==> config.mk <==
export PLATFORM = sky130hd
export DESIGN_NAME = text_terminal_character_engine
export DESIGN_NICKNAME = d
export VERILOG_FILES = /design/src/rtl/core/ttce_pkg.sv /design/src/rtl/core/ttce_front.sv /design/src/rtl/core/ttce_back.sv /design/src/rtl/core/text_terminal_character_engine.sv
export SDC_FILE = /design/constraint.sdc
export NUM_CORES = 1
export LEC_CHECK = 0
export BUFFER_PORTS_ARGS = -buffer_cell sky130_fd_sc_hd__buf_2
export CAP_MARGIN = 5
export CORE_ASPECT_RATIO = 1.75
export CORE_MARGIN = 1
export CORE_UTILIZATION = 58
export DETAILED_ROUTE_END_ITERATION = 7
export GPL_TIMING_DRIVEN = 0
export PLACE_DENSITY_LB_ADDON = 0.12
export SLEW_MARGIN = 15
export SYNTH_ARGS = -nofsm -noshare
export SYNTH_HDL_FRONTEND = slang
export SYNTH_SLANG_ARGS = --single-unit
==> constraint.sdc <==
create_clock -name i_clk -period 5.1 [get_ports i_clk]
set_input_delay 1.02 -clock i_clk [delete_from_list [all_inputs] [get_ports i_clk]]
set_output_delay 1.02 -clock i_clk [all_outputs]
set_load 0.05 [all_outputs]
==> src/rtl/core/ttce_pkg.sv <==
// Shared types, constants and widths of the text terminal character engine.
package ttce_pkg;

    // Default screen geometry
    localparam int TTC_COLUMNS = 80;
    localparam int TTC_ROWS    = 25;

    // Fixed field widths at the ports
    localparam int CHAR_W = 8;
    localparam int ATTR_W = 8;
    localparam int CELL_W = 16;
    localparam int POS_W  = 11;
    localparam int COL_W  = 7;
    localparam int ROW_W  = 5;

    // Depth of the command queue between front and back (power of two)
    localparam int CMD_DEPTH = 4;

    // Character codes
    localparam logic [CHAR_W-1:0] CHAR_BS       = 8'h08;
    localparam logic [CHAR_W-1:0] CHAR_LF       = 8'h0A;
    localparam logic [CHAR_W-1:0] CHAR_CR       = 8'h0D;
    localparam logic [CHAR_W-1:0] CHAR_PRINT_LO = 8'h20;
    localparam logic [CHAR_W-1:0] CHAR_PRINT_HI = 8'h7F;

    // Cell and attribute reset values
    localparam logic [CELL_W-1:0] BLANK_CELL = 16'h0720;
    localparam logic [ATTR_W-1:0] ATTR_RESET = 8'h07;

    // Command classes decided by the front
    typedef enum logic [2:0] {
        OP_IGNORE,
        OP_BACK,
        OP_RETURN,
        OP_FEED,
        OP_PRINT
    } t_op;

    // One queued command
    typedef struct packed {
        t_op               op;
        logic [CHAR_W-1:0] char_code;
    } t_cmd;

    // One result
    typedef struct packed {
        logic [POS_W-1:0]  cursor_position;
        logic [COL_W-1:0]  cursor_column;
        logic [ROW_W-1:0]  cursor_row;
        logic              cell_written;
        logic [POS_W-1:0]  cell_address;
        logic [CELL_W-1:0] cell_value;
        logic              scrolled;
    } t_res;

    // Back stage sequencer states
    typedef enum logic [1:0] {
        ST_CLEAR,
        ST_RUN,
        ST_BLANK
    } t_state;

endpackage

==> src/rtl/core/ttce_front.sv <==
// Front stage: accepts character requests, classifies them and queues commands.
module ttce_front (
    input  logic                         i_clk,
    input  logic                         i_rst_n,
    input  logic                         push,
    output logic                         full,
    input  logic [ttce_pkg::CHAR_W-1:0]  i_char_code,
    input  logic                         i_clearing,
    output logic                         o_cmd_valid,
    output ttce_pkg::t_cmd               o_cmd,
    input  logic                         i_cmd_take
);
    import ttce_pkg::*;

    localparam int PW = $clog2(CMD_DEPTH);

    t_cmd            r_queue [CMD_DEPTH];
    logic [PW-1:0]   r_wptr, n_wptr;
    logic [PW-1:0]   r_rptr, n_rptr;
    logic [PW:0]     r_count, n_count;
    logic            accept;
    logic            take;
    t_cmd            cmd_in;

    // Classify the incoming byte
    always_comb begin
        cmd_in.char_code = i_char_code;
        if (i_char_code == CHAR_BS) begin
            cmd_in.op = OP_BACK;
        end else if (i_char_code == CHAR_CR) begin
            cmd_in.op = OP_RETURN;
        end else if (i_char_code == CHAR_LF) begin
            cmd_in.op = OP_FEED;
        end else if (i_char_code >= CHAR_PRINT_LO && i_char_code <= CHAR_PRINT_HI) begin
            cmd_in.op = OP_PRINT;
        end else begin
            cmd_in.op = OP_IGNORE;
        end
    end

    // Hold off requests while the queue is full or the screen is being cleared
    assign full        = (r_count == (PW+1)'(CMD_DEPTH)) || i_clearing;
    assign accept      = push && !full;
    assign o_cmd_valid = (r_count != '0);
    assign take        = i_cmd_take && o_cmd_valid;
    assign o_cmd       = r_queue[r_rptr];

    // Advance pointers and count
    always_comb begin
        n_wptr  = accept ? r_wptr + PW'(1) : r_wptr;
        n_rptr  = take ? r_rptr + PW'(1) : r_rptr;
        n_count = r_count;
        if (accept && !take) begin
            n_count = r_count + (PW+1)'(1);
        end else if (take && !accept) begin
            n_count = r_count - (PW+1)'(1);
        end
    end

    always_ff @(posedge i_clk) begin
        if (!i_rst_n) begin
            r_wptr  <= '0;
            r_rptr  <= '0;
            r_count <= '0;
        end else begin
            r_wptr  <= n_wptr;
            r_rptr  <= n_rptr;
            r_count <= n_count;
        end
    end

    // Store the command
    always_ff @(posedge i_clk) begin
        if (accept) begin
            r_queue[r_wptr] <= cmd_in;
        end
    end

endmodule

==> src/rtl/core/ttce_back.sv <==
// Back stage: cursor update, screen store with row rotation, result register.
module ttce_back #(
    parameter int COLUMNS = ttce_pkg::TTC_COLUMNS,
    parameter int ROWS    = ttce_pkg::TTC_ROWS
) (
    input  logic                         i_clk,
    input  logic                         i_rst_n,
    input  logic [ttce_pkg::ATTR_W-1:0]  i_text_attr,
    input  logic                         i_cmd_valid,
    input  ttce_pkg::t_cmd               i_cmd,
    output logic                         o_cmd_take,
    output logic                         o_clearing,
    output logic                         o_res_valid,
    output ttce_pkg::t_res               o_res,
    input  logic                         i_res_pop
);
    import ttce_pkg::*;

    localparam int CELLS = COLUMNS * ROWS;
    localparam int CW    = $clog2(COLUMNS);
    localparam int RW    = $clog2(ROWS);
    localparam int AW    = $clog2(CELLS);

    t_state              r_state, n_state;
    logic [CW-1:0]       r_col, n_col;
    logic [RW-1:0]       r_row, n_row;
    logic [RW-1:0]       r_base, n_base;
    logic [RW-1:0]       r_blank_row, n_blank_row;
    logic [AW-1:0]       r_sweep, n_sweep;
    t_res                r_res, n_res;
    logic                r_res_full, n_res_full;
    logic [CELL_W-1:0]   r_screen [CELLS];

    logic                sweep_end;
    logic                slot_free;
    logic [CW:0]         col_inc;
    logic [CW:0]         step_col;
    logic [RW:0]         step_row;
    logic                scroll;
    logic [RW-1:0]       fin_row;
    logic [CW-1:0]       fin_col;
    logic [AW-1:0]       pos_aw;
    logic [AW-1:0]       wr_logic_aw;
    logic [RW:0]         phys_sum;
    logic [RW-1:0]       phys_row;
    logic [RW-1:0]       base_inc;
    logic [31:0]         pos_ext;
    logic [31:0]         col_ext;
    logic [31:0]         row_ext;
    logic [31:0]         addr_ext;
    logic [CELL_W-1:0]   print_cell;
    logic                mem_we;
    logic [AW-1:0]       mem_addr;
    logic [CELL_W-1:0]   mem_data;
    logic                is_print;

    assign slot_free = !r_res_full || i_res_pop;
    assign is_print  = (i_cmd.op == OP_PRINT);
    assign sweep_end = (r_state == ST_CLEAR) ? (r_sweep == AW'(CELLS - 1))
                                              : (r_sweep == AW'(COLUMNS - 1));

    // Step the cursor for the queued command
    always_comb begin
        col_inc  = {1'b0, r_col} + (CW+1)'(1);
        step_col = {1'b0, r_col};
        step_row = {1'b0, r_row};
        case (i_cmd.op)
            OP_BACK: begin
                if (r_col != '0) begin
                    step_col = {1'b0, r_col} - (CW+1)'(1);
                end
            end
            OP_RETURN: begin
                step_col = '0;
            end
            OP_FEED: begin
                step_col = '0;
                step_row = {1'b0, r_row} + (RW+1)'(1);
            end
            OP_PRINT: begin
                if (col_inc >= (CW+1)'(COLUMNS)) begin
                    step_col = '0;
                    step_row = {1'b0, r_row} + (RW+1)'(1);
                end else begin
                    step_col = col_inc;
                end
            end
            default: begin
                step_col = {1'b0, r_col};
            end
        endcase
        scroll  = (step_row >= (RW+1)'(ROWS));
        fin_row = scroll ? RW'(ROWS - 1) : step_row[RW-1:0];
        fin_col = step_col[CW-1:0];
    end

    // Linear positions, logical and in the rotated store
    always_comb begin
        pos_aw      = AW'(fin_row) * AW'(COLUMNS) + AW'(fin_col);
        wr_logic_aw = AW'(r_row) * AW'(COLUMNS) + AW'(r_col);
        phys_sum    = {1'b0, r_row} + {1'b0, r_base};
        phys_row    = (phys_sum >= (RW+1)'(ROWS)) ? RW'(phys_sum - (RW+1)'(ROWS))
                                                   : phys_sum[RW-1:0];
        base_inc    = (r_base == RW'(ROWS - 1)) ? '0 : r_base + RW'(1);
        pos_ext     = 32'(pos_aw);
        col_ext     = 32'(fin_col);
        row_ext     = 32'(fin_row);
        addr_ext    = 32'(wr_logic_aw);
        print_cell  = {i_text_attr, i_cmd.char_code};
    end

    // Pick the next sequencer state
    always_comb begin
        n_state = r_state;
        case (r_state)
            ST_CLEAR: begin
                if (sweep_end) begin
                    n_state = ST_RUN;
                end
            end
            ST_RUN: begin
                if (i_cmd_valid && slot_free && scroll) begin
                    n_state = ST_BLANK;
                end
            end
            ST_BLANK: begin
                if (sweep_end) begin
                    n_state = ST_RUN;
                end
            end
            default: begin
                n_state = ST_CLEAR;
            end
        endcase
    end

    // Drive take and the store write port
    always_comb begin
        o_cmd_take = 1'b0;
        o_clearing = 1'b0;
        mem_we     = 1'b0;
        mem_addr   = r_sweep;
        mem_data   = BLANK_CELL;
        case (r_state)
            ST_CLEAR: begin
                o_clearing = 1'b1;
                mem_we     = 1'b1;
                mem_addr   = r_sweep;
            end
            ST_RUN: begin
                o_cmd_take = i_cmd_valid && slot_free;
                mem_we     = o_cmd_take && is_print;
                mem_addr   = AW'(phys_row) * AW'(COLUMNS) + AW'(r_col);
                mem_data   = print_cell;
            end
            ST_BLANK: begin
                mem_we   = 1'b1;
                mem_addr = AW'(r_blank_row) * AW'(COLUMNS) + r_sweep;
            end
            default: begin
                mem_we = 1'b0;
            end
        endcase
    end

    // Update cursor, rotation, sweep counter and result
    always_comb begin
        n_col       = r_col;
        n_row       = r_row;
        n_base      = r_base;
        n_blank_row = r_blank_row;
        n_sweep     = (r_state != ST_RUN && !sweep_end) ? r_sweep + AW'(1) : '0;
        n_res       = r_res;
        n_res_full  = r_res_full;
        if (i_res_pop && r_res_full) begin
            n_res_full = 1'b0;
        end
        if (o_cmd_take) begin
            n_col                 = fin_col;
            n_row                 = fin_row;
            n_res_full            = 1'b1;
            n_res.cursor_position = pos_ext[POS_W-1:0];
            n_res.cursor_column   = col_ext[COL_W-1:0];
            n_res.cursor_row      = row_ext[ROW_W-1:0];
            n_res.cell_written    = is_print;
            n_res.cell_address    = is_print ? addr_ext[POS_W-1:0] : '0;
            n_res.cell_value      = is_print ? print_cell : '0;
            n_res.scrolled        = scroll;
            if (scroll) begin
                n_base      = base_inc;
                n_blank_row = r_base;
            end
        end
    end

    always_ff @(posedge i_clk) begin
        if (!i_rst_n) begin
            r_state    <= ST_CLEAR;
            r_col      <= '0;
            r_row      <= '0;
            r_base     <= '0;
            r_sweep    <= '0;
            r_res_full <= 1'b0;
        end else begin
            r_state    <= n_state;
            r_col      <= n_col;
            r_row      <= n_row;
            r_base     <= n_base;
            r_sweep    <= n_sweep;
            r_res_full <= n_res_full;
        end
    end

    // Hold payload
    always_ff @(posedge i_clk) begin
        r_blank_row <= n_blank_row;
        r_res       <= n_res;
    end

    // Write the screen store
    always_ff @(posedge i_clk) begin
        if (mem_we) begin
            r_screen[mem_addr] <= mem_data;
        end
    end

    assign o_res_valid = r_res_full;
    assign o_res       = r_res;

endmodule

==> src/rtl/core/text_terminal_character_engine.sv <==
// Top level of the text terminal character engine: config register, front and back.
//
//  channel   direction  handshake                  payload
//  input     in         push / full                i_char_code
//  result    out        empty / pop                o_cursor_* , o_cell_*, o_scrolled
//  config    in         i_cfg_valid / o_cfg_ready  i_cfg_text_attribute
//
// The back stage carries out one queued character per cycle while the result slot is
// free; a request passes through the command queue and then the result register.
// A scroll rotates the row base and blanks the new bottom line, one store write per cell,
// while the next character waits in the command queue. After reset a clearing pass
// fills every cell of the store with a blank cell; full stays high until the pass ends.
// Config writes are always taken.
module text_terminal_character_engine #(
    parameter int COLUMNS = ttce_pkg::TTC_COLUMNS,
    parameter int ROWS    = ttce_pkg::TTC_ROWS
) (
    input  logic                         i_clk,
    input  logic                         i_rst_n,
    input  logic                         push,
    output logic                         full,
    input  logic [ttce_pkg::CHAR_W-1:0]  i_char_code,
    output logic                         empty,
    input  logic                         pop,
    output logic [ttce_pkg::POS_W-1:0]   o_cursor_position,
    output logic [ttce_pkg::COL_W-1:0]   o_cursor_column,
    output logic [ttce_pkg::ROW_W-1:0]   o_cursor_row,
    output logic                         o_cell_written,
    output logic [ttce_pkg::POS_W-1:0]   o_cell_address,
    output logic [ttce_pkg::CELL_W-1:0]  o_cell_value,
    output logic                         o_scrolled,
    input  logic                         i_cfg_valid,
    output logic                         o_cfg_ready,
    input  logic [ttce_pkg::ATTR_W-1:0]  i_cfg_text_attribute
);
    import ttce_pkg::*;

    logic [ATTR_W-1:0] r_text_attr;
    logic              cmd_valid;
    t_cmd              cmd;
    logic              cmd_take;
    logic              clearing;
    logic              res_valid;
    t_res              res;

    // Take config writes at any time
    assign o_cfg_ready = 1'b1;

    always_ff @(posedge i_clk) begin
        if (!i_rst_n) begin
            r_text_attr <= ATTR_RESET;
        end else if (i_cfg_valid && o_cfg_ready) begin
            r_text_attr <= i_cfg_text_attribute;
        end
    end

    ttce_front u_front (
        .i_clk       (i_clk),
        .i_rst_n     (i_rst_n),
        .push        (push),
        .full        (full),
        .i_char_code (i_char_code),
        .i_clearing  (clearing),
        .o_cmd_valid (cmd_valid),
        .o_cmd       (cmd),
        .i_cmd_take  (cmd_take)
    );

    ttce_back #(
        .COLUMNS (COLUMNS),
        .ROWS    (ROWS)
    ) u_back (
        .i_clk       (i_clk),
        .i_rst_n     (i_rst_n),
        .i_text_attr (r_text_attr),
        .i_cmd_valid (cmd_valid),
        .i_cmd       (cmd),
        .o_cmd_take  (cmd_take),
        .o_clearing  (clearing),
        .o_res_valid (res_valid),
        .o_res       (res),
        .i_res_pop   (pop)
    );

    // Present the oldest result
    assign empty             = !res_valid;
    assign o_cursor_position = res.cursor_position;
    assign o_cursor_column   = res.cursor_column;
    assign o_cursor_row      = res.cursor_row;
    assign o_cell_written    = res.cell_written;
    assign o_cell_address    = res.cell_address;
    assign o_cell_value      = res.cell_value;
    assign o_scrolled        = res.scrolled;

endmodule
; Word level (Yosys, flattened, before mapping)
; Memory sizes are Yosys's and may differ from the RTL's. A register that Yosys moved wholly into a read port is not among the register bits.
; Cells that the tools add are included.
[totals]
in_bits = 21
ramBits = 44
memories = 1
ff_bits = 93
[mem_list]
columns = memory, depth, word_bits, rd, rd_clocked_by_memory_dff, wr, line_no
row1 = u_front.r_queue, 4, 11, 1, 1, 1, ttce_front.sv:17  ; t_cmd r_queue [CMD_DEPTH];
[op_classes]
n_reduce_logical = 25
mux = 24
n_addsub = 10
eq_ne = 15
multipliers = 2
magnitude_cmp = 4
[op_table]
columns = operator, count
row1 = 8-bit by 4-bit == test with 1-bit output (second input constant), 3
row2 = 11-bit by 7-bit adder with 11-bit output, 2
row3 = 7-bit one-hot mux with 3 select lines, 1
row4 = 3-bit two-way mux, 6
row5 = 5-bit by 3-bit multiplier with 7-bit output (second input constant), 2
row6 = 7-bit two-way mux, 2
row7 = 6-bit one-hot mux with 2 select lines, 1
row8 = 11-bit by 1-bit adder with 11-bit output (second input constant), 1
row9 = 11-bit == test (second input constant), 1
row10 = 11-bit by 7-bit == test with 1-bit output (second input constant), 1
row11 = 1-bit logical AND, 9
row12 = 7-bit by 1-bit adder with 8-bit output (second input constant), 1
row13 = 8-bit by 6-bit >= comparator with 1-bit output (second input constant), 1
row14 = 8-bit by 7-bit >= comparator with 1-bit output (second input constant), 1
row15 = 8-bit by 7-bit <= comparator with 1-bit output (second input constant), 1
row16 = 2-bit two-way mux, 4
row17 = 1-bit two-way mux, 7
row18 = 7-bit nonzero test, 1
row19 = 7-bit by 1-bit subtractor with 7-bit output (second input constant), 1
row20 = 5-bit by 1-bit adder with 6-bit output (second input constant), 1
row21 = 3-bit by 2-bit == test with 1-bit output (second input constant), 2
row22 = 3-bit == test (second input constant), 2
row23 = 6-bit by 5-bit >= comparator with 1-bit output (second input constant), 1
row24 = 6-bit two-way mux, 1
row25 = other kinds (16), 27

; Depth between registers and ports, before layout
; Gate-level depths: netlist (run 1).
[depth]
word_depth = 9
ltp_mapped = 18
ltp_nobuf = 17

; Cells and area by module
; Synthesis (run 1) repeated with hierarchy kept, for this count alone.
[unflattened]
cells_unflattened = 547
area_unflattened_um2 = 6593.8
[by_module_without_submodules]
columns = module, seq_area_each_um2, area_each_um2, n_inst, cells_per_inst
row1 = ttce_back, 1961.9, 4124.0, 1, 404
row2 = ttce_front, 1501.4, 2160.8, 1, 115
row3 = text_terminal_character_engine, 160.2, 309.0, 1, 28

; Worst setup path after synthesis (run 1)
; No wires, ideal clock.
[synth_path]
path_kind = flip-flop to flip-flop
startpoint = register (tool-made name)
endpoint = register u_back.r_res, in the netlist u_back.o_res[51], data pin
path_buffers = 1
t_arrival_ps = 3888
period_less_slack_ps = 4158
setup_slack_ps = 942
stages_incl_launch_ff = 16
setup_time_ps = 270
required_ps = 4830
cell_sequence = dfxtp_1 buf_6 mux4_2 or3b_4 a31oi_4 o21a_1 nor2_1 nor2_1 ha_1 ha_1 inv_1 fa_1 or2_2 a21oi_1 o32ai_1 xor2_1
[synth_rtl]
columns = item, line_no
row1 = end signal: assignment, ttce_back.sv:217  ; r_res <= n_res;
row2 = end: declaration, ttce_back.sv:30  ; t_res r_res, n_res;

==> results.ini, run 1 <==
[timing]
rsz0062_at_grt = false
final_max_slew_viol_count = 0
fmax_mhz = 210
min_period_ns = 4.77
fin_tns_setup_ns = 0
slew_headroom = 0.328
finalHoldViolations = 0
worst_pin_slew_ns = 0.994
fin_crit_sh = 0.936
fin_skew_ns = 0.00751
setup_viol = 0
setup_slack_ns = 0.327

[clock_network]
hold_buffers = 0
h-tree-depth = 4
cts.sinks = 135
clk_path_buf_depth = 2
cts-buffers-inserted = 17
clockRootBuffer = clkbuf_16
cts.clk_slew.worst_paths_ns = 0.06
clk_latency_ns = 0.42
cts_tree = yes

[place]
pre_cts_slack_ns = 0.0682
port_buffers = 73
gp_congestion = 0.905
dp_hpwl_um = 10100

[critical_path]
crit_end = u_back.o_res[51]
crit_buf_inv = 4
required_ns = 5.25
cp_cell_sequence = buf_6, mux4_2, or3b_4, buf_2, inv_2, nand4_1, nor2_1, nor3b_1, a21oi_1, ha_1, inv_1, fa_1, nor2b_1, o21ai_0, or2_2, a21oi_1, o32ai_1, xor2_1
max_stage_delay_ns = 0.60
worst-path-max-fanout = 10
crit_path_end_kind = flop
crit_family = simple AND/OR/NAND/NOR gates
reg2reg_to = u_back.o_res[51]
path_class = flop to flop
worstRegToRegCells = 18
crit_top_cell = a21oi_1
crit_arrival_ns = 4.93
rrSetupSlack_ns = 0.33
startpoint_type = flop
critPathSlowestCell = mux4_2
path_depth = 18

[routing]
ant_nets = 0
wire_per_inst_um = 17.9
routed_via_density = 5.88
drc = 0
dr.pass1.iters = 5
drtIter0Drc = 304
vias = 4519
wirelength_um = 13800

[pwr]
swShare = 0.196
p_clk_frac = 0.512
p_sw_uw = 486
leakage_uw = 0.00299
p_int_uw = 2000
share_comb_of_total_power = 0.016
ir_drop_uv = 333
p_seq_frac = 0.472
powerDensity_nw_per_um2 = 327

[logic_synthesis]
synthesis.area_sq_um = 6420
yosysUniqueCellTypes = 65
syn_area_per_cell_sq_um = 12.0
ys_seq_area_frac = 0.564
ys.flop_type = edfxtp_1
yosys_register_bits = 135
ys_warn_count = 0
synthArstFlopShare = 0
synth-edff-count = 92
synth_nets = 588
netlist_instances = 534

[global_route]
grt_start_max_net_pins = 31
grt_overflow = 0
grt_usage = 0.267
grt_pass1_vias = 4728
grt_pass1_wl_um = 22500
antenna_found_initial = 0

[floorplan]
num_rows = 50
core_area_sq_um = 10800
pin_count = 76
dieHeight_um = 141
die_w_um = 81.5
start_util = 0.597
die_area_sq_um = 11500

[layout]
drive_gt1_frac = 0.208
nNetsFinal = 681
fillers = 774
regArea_sq_um = 3620
diodes = 0
area_growth_pct = 18.1
multi_input_area_sq_um = 2600

[hold_path]
hp-class = flop to flop

[job]
maxCapViolCount = 0

[run_status]
status = finished, final reports clean

## how the worst min path moves through the flow
stage                           start  cells after the start                end  slack (ns)
floorplan           u_back.r_sweep[0]                      1  u_back.r_sweep[0]        0.43
global placement       r_text_attr[1]                      2     r_text_attr[1]        0.45
detailed placement     r_text_attr[2]                      2     r_text_attr[2]        0.46
CTS                    r_text_attr[2]                      2     r_text_attr[2]        0.47
global route           r_text_attr[0]                      2     r_text_attr[0]        0.51
finish                 r_text_attr[2]                      2     r_text_attr[2]        0.47
## logic make-up (layout without fill, tap and decap cells)
| group | after synthesis | count (layout) | share of synthesized area |
|---|---|---|---|
| xor gates and xnor gates | 28 | 28 | 0.0382 |
| muxes | 23 | 23 | 0.0577 |
| buffers and inverters | 47 | 152 | 0.0318 |
| AOI/OAI and AO/OA | 85 | 85 | 0.0918 |
| other | 1 | 1 | 0.000584 |
| adders and majority gates | 33 | 33 | 0.0701 |
| DFF | 135 | 135 | 0.564 |
| and+or+nand+nor | 182 | 182 | 0.146 |
## synthesized netlist by cell type, types with 2 or more instances
master | count | area [sq um]
nor4_1 | 4 | 25.0
fa_1 | 5 | 100
nand2_1 | 23 | 86.3
o21ai_0 | 15 | 75.1
nor2_1 | 63 | 236
xor2_1 | 13 | 114
buf_4 | 5 | 37.5
mux4_2 | 11 | 248
nand2b_1 | 2 | 12.5
o211ai_1 | 3 | 22.5
and3_1 | 6 | 37.5
o21a_1 | 6 | 45.0
xnor2_1 | 15 | 131
o21ai_1 | 4 | 20.0
and3b_1 | 2 | 17.5
o311a_1 | 2 | 20.0
o2111ai_1 | 2 | 17.5
a31oi_1 | 3 | 18.8
a21oi_1 | 23 | 115
mux2_2 | 2 | 22.5
inv_1 | 22 | 82.6
nand4_1 | 8 | 50.1
a221o_1 | 2 | 20.0
o32ai_1 | 2 | 17.5
a21o_1 | 4 | 30.0
clkbuf_1 | 16 | 60.1
or3_1 | 3 | 18.8
o221ai_1 | 3 | 26.3
edfxtp_1 | 92 | 2760
a22o_1 | 2 | 17.5
nor4b_1 | 2 | 17.5
or2_2 | 3 | 18.8
nand3_1 | 13 | 65.1
o211a_1 | 2 | 20.0
dfxtp_1 | 43 | 861
mux2i_1 | 10 | 100
nor3b_1 | 3 | 22.5
ha_1 | 28 | 350
nor2b_1 | 6 | 37.5
and2_1 | 26 | 163
nor3_1 | 11 | 55.1
## routing by layer
metal	share of wire	global-route usage	up-vias
li1	-	-	2146
met1	0.35	0.265	2193
met3	0.035	0.0537	42
met2	0.57	0.481	138
met5	0	0	-
met4	0.045	0.172	0
## power groups by stage
stage,clock network [uW],logic [uW],registers (uW)
3_5_place_dp,0,39.2,1190
5_1_grt,1330,43.6,1170
4_1_cts,1280,39.5,1170
2_1_floorplan,0,21.7,1190
3_3_place_gp,0,37.8,1190
6_report,1270,39.1,1170
## registers in the layout, summed over array words and instances (netlist names), named ones only
register / cells
u_front.r_count: 3
u_back.o_res_valid: 1
u_back.r_col: 7
r_text_attr: 8
u_front.r_rptr: 2
u_front.r_queue: 44
u_back.r_sweep: 11
u_back.r_state: 2
u_back.r_row: 5
u_back.o_res: 48
u_front.r_wptr: 2
## area by class of cell
class | count | area share
tap | 130 | 0.0214
clock buffer | 18 | 0.0566
inverter | 23 | 0.0114
buffer | 24 | 0.0158
clock inverter | 13 | 0.0236
timing repair buffer | 74 | 0.0508
multi-input combinational | 352 | 0.343
sequential | 135 | 0.478
## worst min-delay path, delay by kind of cell (launching register included)
family | cells | cell delay (ns)
DFF | 1 | 0.32
and+or+nand+nor | 1 | 0.06
muxes | 1 | 0.06
## cell usage in the layout (no fill, tap or decap), drive strengths merged, types with 4 or more instances in the layout
cell / instances
inv: 25
xnor2: 15
a21oi: 23
bufinv: 4
a31oi: 4
or2: 4
and3: 6
nand4: 8
clkbuf: 34
buf: 82
clkinv: 6
o21ai: 19
fa: 5
nor4: 5
nor2: 63
nand2: 23
nor3: 11
ha: 28
mux2i: 10
and2: 26
dfxtp: 43
mux4: 11
a21o: 4
nand3: 13
o21a: 6
xor2: 13
edfxtp: 92
nor2b: 6
## timing repair
action                                  in CTS  in global routing
setup buffers                                0                  0
endpoints found under the setup margin       0                  1
resized for setup                            0                  3
## stage by stage
stage | hold slack, ns | power [uW] | cell area, sq um | cells | util
6_report | 0.469 | 2480 | 7590 | 769 | 0.705
5_1_grt | 0.507 | 2550 | 7590 | 769 | 0.705
4_1_cts | 0.475 | 2490 | 7580 | 769 | 0.704
3_5_place_dp | 0.457 | 1230 | 6970 | 738 | 0.648
3_3_place_gp | 0.446 | 1230 | 6950 | 737 | 0.646
2_1_floorplan | 0.430 | 1210 | 6420 | 534 | -
Power figures use the tool's default switching activity.
==> inputs of run 2 (changes only) <==
Settings changed: ABC_AREA set to 1, PLACE_DENSITY set to 0.89, PLACE_DENSITY_LB_ADDON 0.12 to not set.
==> run 2 against run 1 <==
  * Sequential cell count stayed put
  * Final area down 0.91%
  * Cell count rose by 13%
  * Register-to-register slack better by 0.38 ns
  * Sequential power barely moved
  * Combinational power is 3% lower
  * Synthesized cell count grew 18%
  * First-iteration DRC count rose by 48%
  * Largest cell class unchanged
==> results.ini, run 2 <==
[run_status]
status = finished, final reports clean

[logic_synthesis]
synthAdderAreaFrac = 0.0711
synth-xor-area-share = 0.0318
synth_top_family_by_area = simple AND/OR/NAND/NOR gates
synth_area_leader_cell = edfxtp_1
yosys.area_share.simple = 0.163
synth-edff-count = 92
yosys_register_bits = 135
ys_seq_area_frac = 0.572
ys.flop_type = edfxtp_1
synthesis.area_sq_um = 6340
yosysMostFrequentCell = edfxtp_1
synth_nets = 685
netlist_instances = 631
synth_top_area_frac = 0.436
synth.area.top_cells = edfxtp_1 44%, dfxtp_1 14%, ha_1 5.5%, nor2_1 5.4%, inv_1 4.4%
synth_compound_area_frac = 0.0954
syn_area_per_cell_sq_um = 10.0
synthArstFlopShare = 0
yosysUniqueCellTypes = 45
synth_commonest_cells = 92 x edfxtp_1, 91 x nor2_1, 74 x inv_1
synthMuxAreaShare = 0
ys_warn_count = 0

[global_route]
grt_overflow = 0
met3_usage = 0.0801
grt_start_max_net_pins = 37
antenna_found_initial = 0
grt_pass1_wl_um = 23500
grt_usage = 0.281
use_met2 = 0.504
grt_pass1_vias = 5001
grtUsageMet1 = 0.265
grt.busiest_layer = met2

[timing]
fmax_mhz = 228
fin_crit_sh = 0.861
final_max_slew_viol_count = 0
whs_ns = 0.451
min_period_ns = 4.39
worst_pin_slew_ns = 1.05
rsz0062_at_grt = false
fin_tns_setup_ns = 0
slew_headroom = 0.297
setup_viol = 0
fin_skew_ns = 0.00806
finalHoldViolations = 0

[critical_path]
crit_path_end_kind = flop
startpoint_type = flop
crit_arrival_ns = 4.56
worst-path-max-fanout = 10
path_class = flop to flop
required_ns = 5.27

[place]
gp_congestion = 0.898
dp_hpwl_um = 10000
port_buffers = 74
dp_cells = 836

[floorplan]
core_area_sq_um = 10600
num_rows = 50
die_area_sq_um = 11400
die_w_um = 81.0
dieHeight_um = 140
start_util = 0.596
pin_count = 76

[layout]
fillers = 686
layout_commonest_cell = edfxtp_1
fin_cells = 868
diodes = 0
nNetsFinal = 779
area_growth_pct = 18.6
drive_gt1_frac = 0.198
largest_register_ffs = 48
layout_common_cells = 92 x edfxtp_1, 91 x nor2_1, 78 x buf_2
regArea_sq_um = 3620
multi_input_area_sq_um = 2290

[hold_path]
hp-class = flop to flop

[clock_network]
clockRootBuffer = clkbuf_16
cts_resized = 0
cts_tree = yes
hold_buffers = 0
clk_path_buf_depth = 2
clk_latency_ns = 0.42
cts.clk_slew.worst_paths_ns = 0.06
h-tree-depth = 4
cts.sinks = 135
postCtsSetupRepairBufs = 0
cts-buffers-inserted = 17

[routing]
vias = 4969
routed_via_density = 5.72
dr.pass1.iters = 5
wire_per_inst_um = 17.2
drtIter0Drc = 449
ant_nets = 0
wirelength_um = 14900
drc = 0

[pwr]
leakage_uw = 0.00312
ir_drop_uv = 358
powerDensity_nw_per_um2 = 331

[job]
maxCapViolCount = 0

run 2: layer usage:
| layer | wire length [um] | part of all wire |
|---|---|---|
| met2 | 8250 | 0.55 |
| met3 | 885 | 0.059 |
| met5 | 0 | 0 |
| met1 | 4940 | 0.33 |
| met4 | 858 | 0.057 |
run 2: critical path, cell delays in order (launching register included):
cell	delay, ns
dfxtp_1	0.41
buf_4	0.21
nand2_1	0.08
nand3_1	0.10
nand2_2	0.12
nor2_8	0.22
inv_4	0.11
nand2_4	0.12
nand2_4	0.08
o21ai_1	0.21
inv_1	0.06
nand2_1	0.09
nand2_2	0.07
nand2_4	0.12
inv_4	0.06
nand2_2	0.09
inv_1	0.08
ha_1	0.29
ha_1	0.23
inv_1	0.08
fa_1	0.48
nor4_1	0.48
xnor2_1	0.21
xnor2_1	0.12
run 2: through the flow:
step / utilization / area [sq um] / setup WS (ns) / power, uW
2_1_floorplan: - / 6340 / 1.43 / 1210
3_3_place_gp: 0.646 / 6870 / 0.589 / 1230
3_5_place_dp: 0.648 / 6890 / 0.897 / 1230
4_1_cts: 0.707 / 7520 / 0.748 / 2490
5_1_grt: 0.707 / 7520 / 0.527 / 2540
6_report: 0.707 / 7520 / 0.707 / 2490
run 2: area by class of cell:
type | instances | share of cell area
flip-flops and latches | 135 | 0.482
multi-input cells | 396 | 0.305
clock buffers | 20 | 0.0608
repair buffers | 75 | 0.0519
inverters | 79 | 0.0401
clock inverters | 12 | 0.0225
well taps | 130 | 0.0216
plain buffers | 21 | 0.0161
run 2: where the power goes:
part	internal (uW)	switching [uW]
logic	12.7	25.2
registers	1170	2.64
clock network	803	478
run 2: worst paths after layout:
path	from	end	slack [ns]	depth (start not counted)
max	flop	u_back.o_res[51]	0.71	23
min	u_back.r_sweep[0]	u_back.r_sweep[0]	0.45	1
max reg2reg	flop	u_back.o_res[51]	0.71	23
min reg2reg	u_back.r_sweep[0]	u_back.r_sweep[0]	0.45	1
run 2: kinds of logic (layout without fill, tap and decap cells):
kind of cell | Yosys count | in the layout
AND/OR/NAND/NOR | 228 | 228
flip-flops | 135 | 135
AO/OA/AOI/OAI | 111 | 111
buffers and inverters | 100 | 207
adder cells (fa/ha/maj) | 33 | 33
XOR/XNOR | 23 | 23
other | 1 | 1
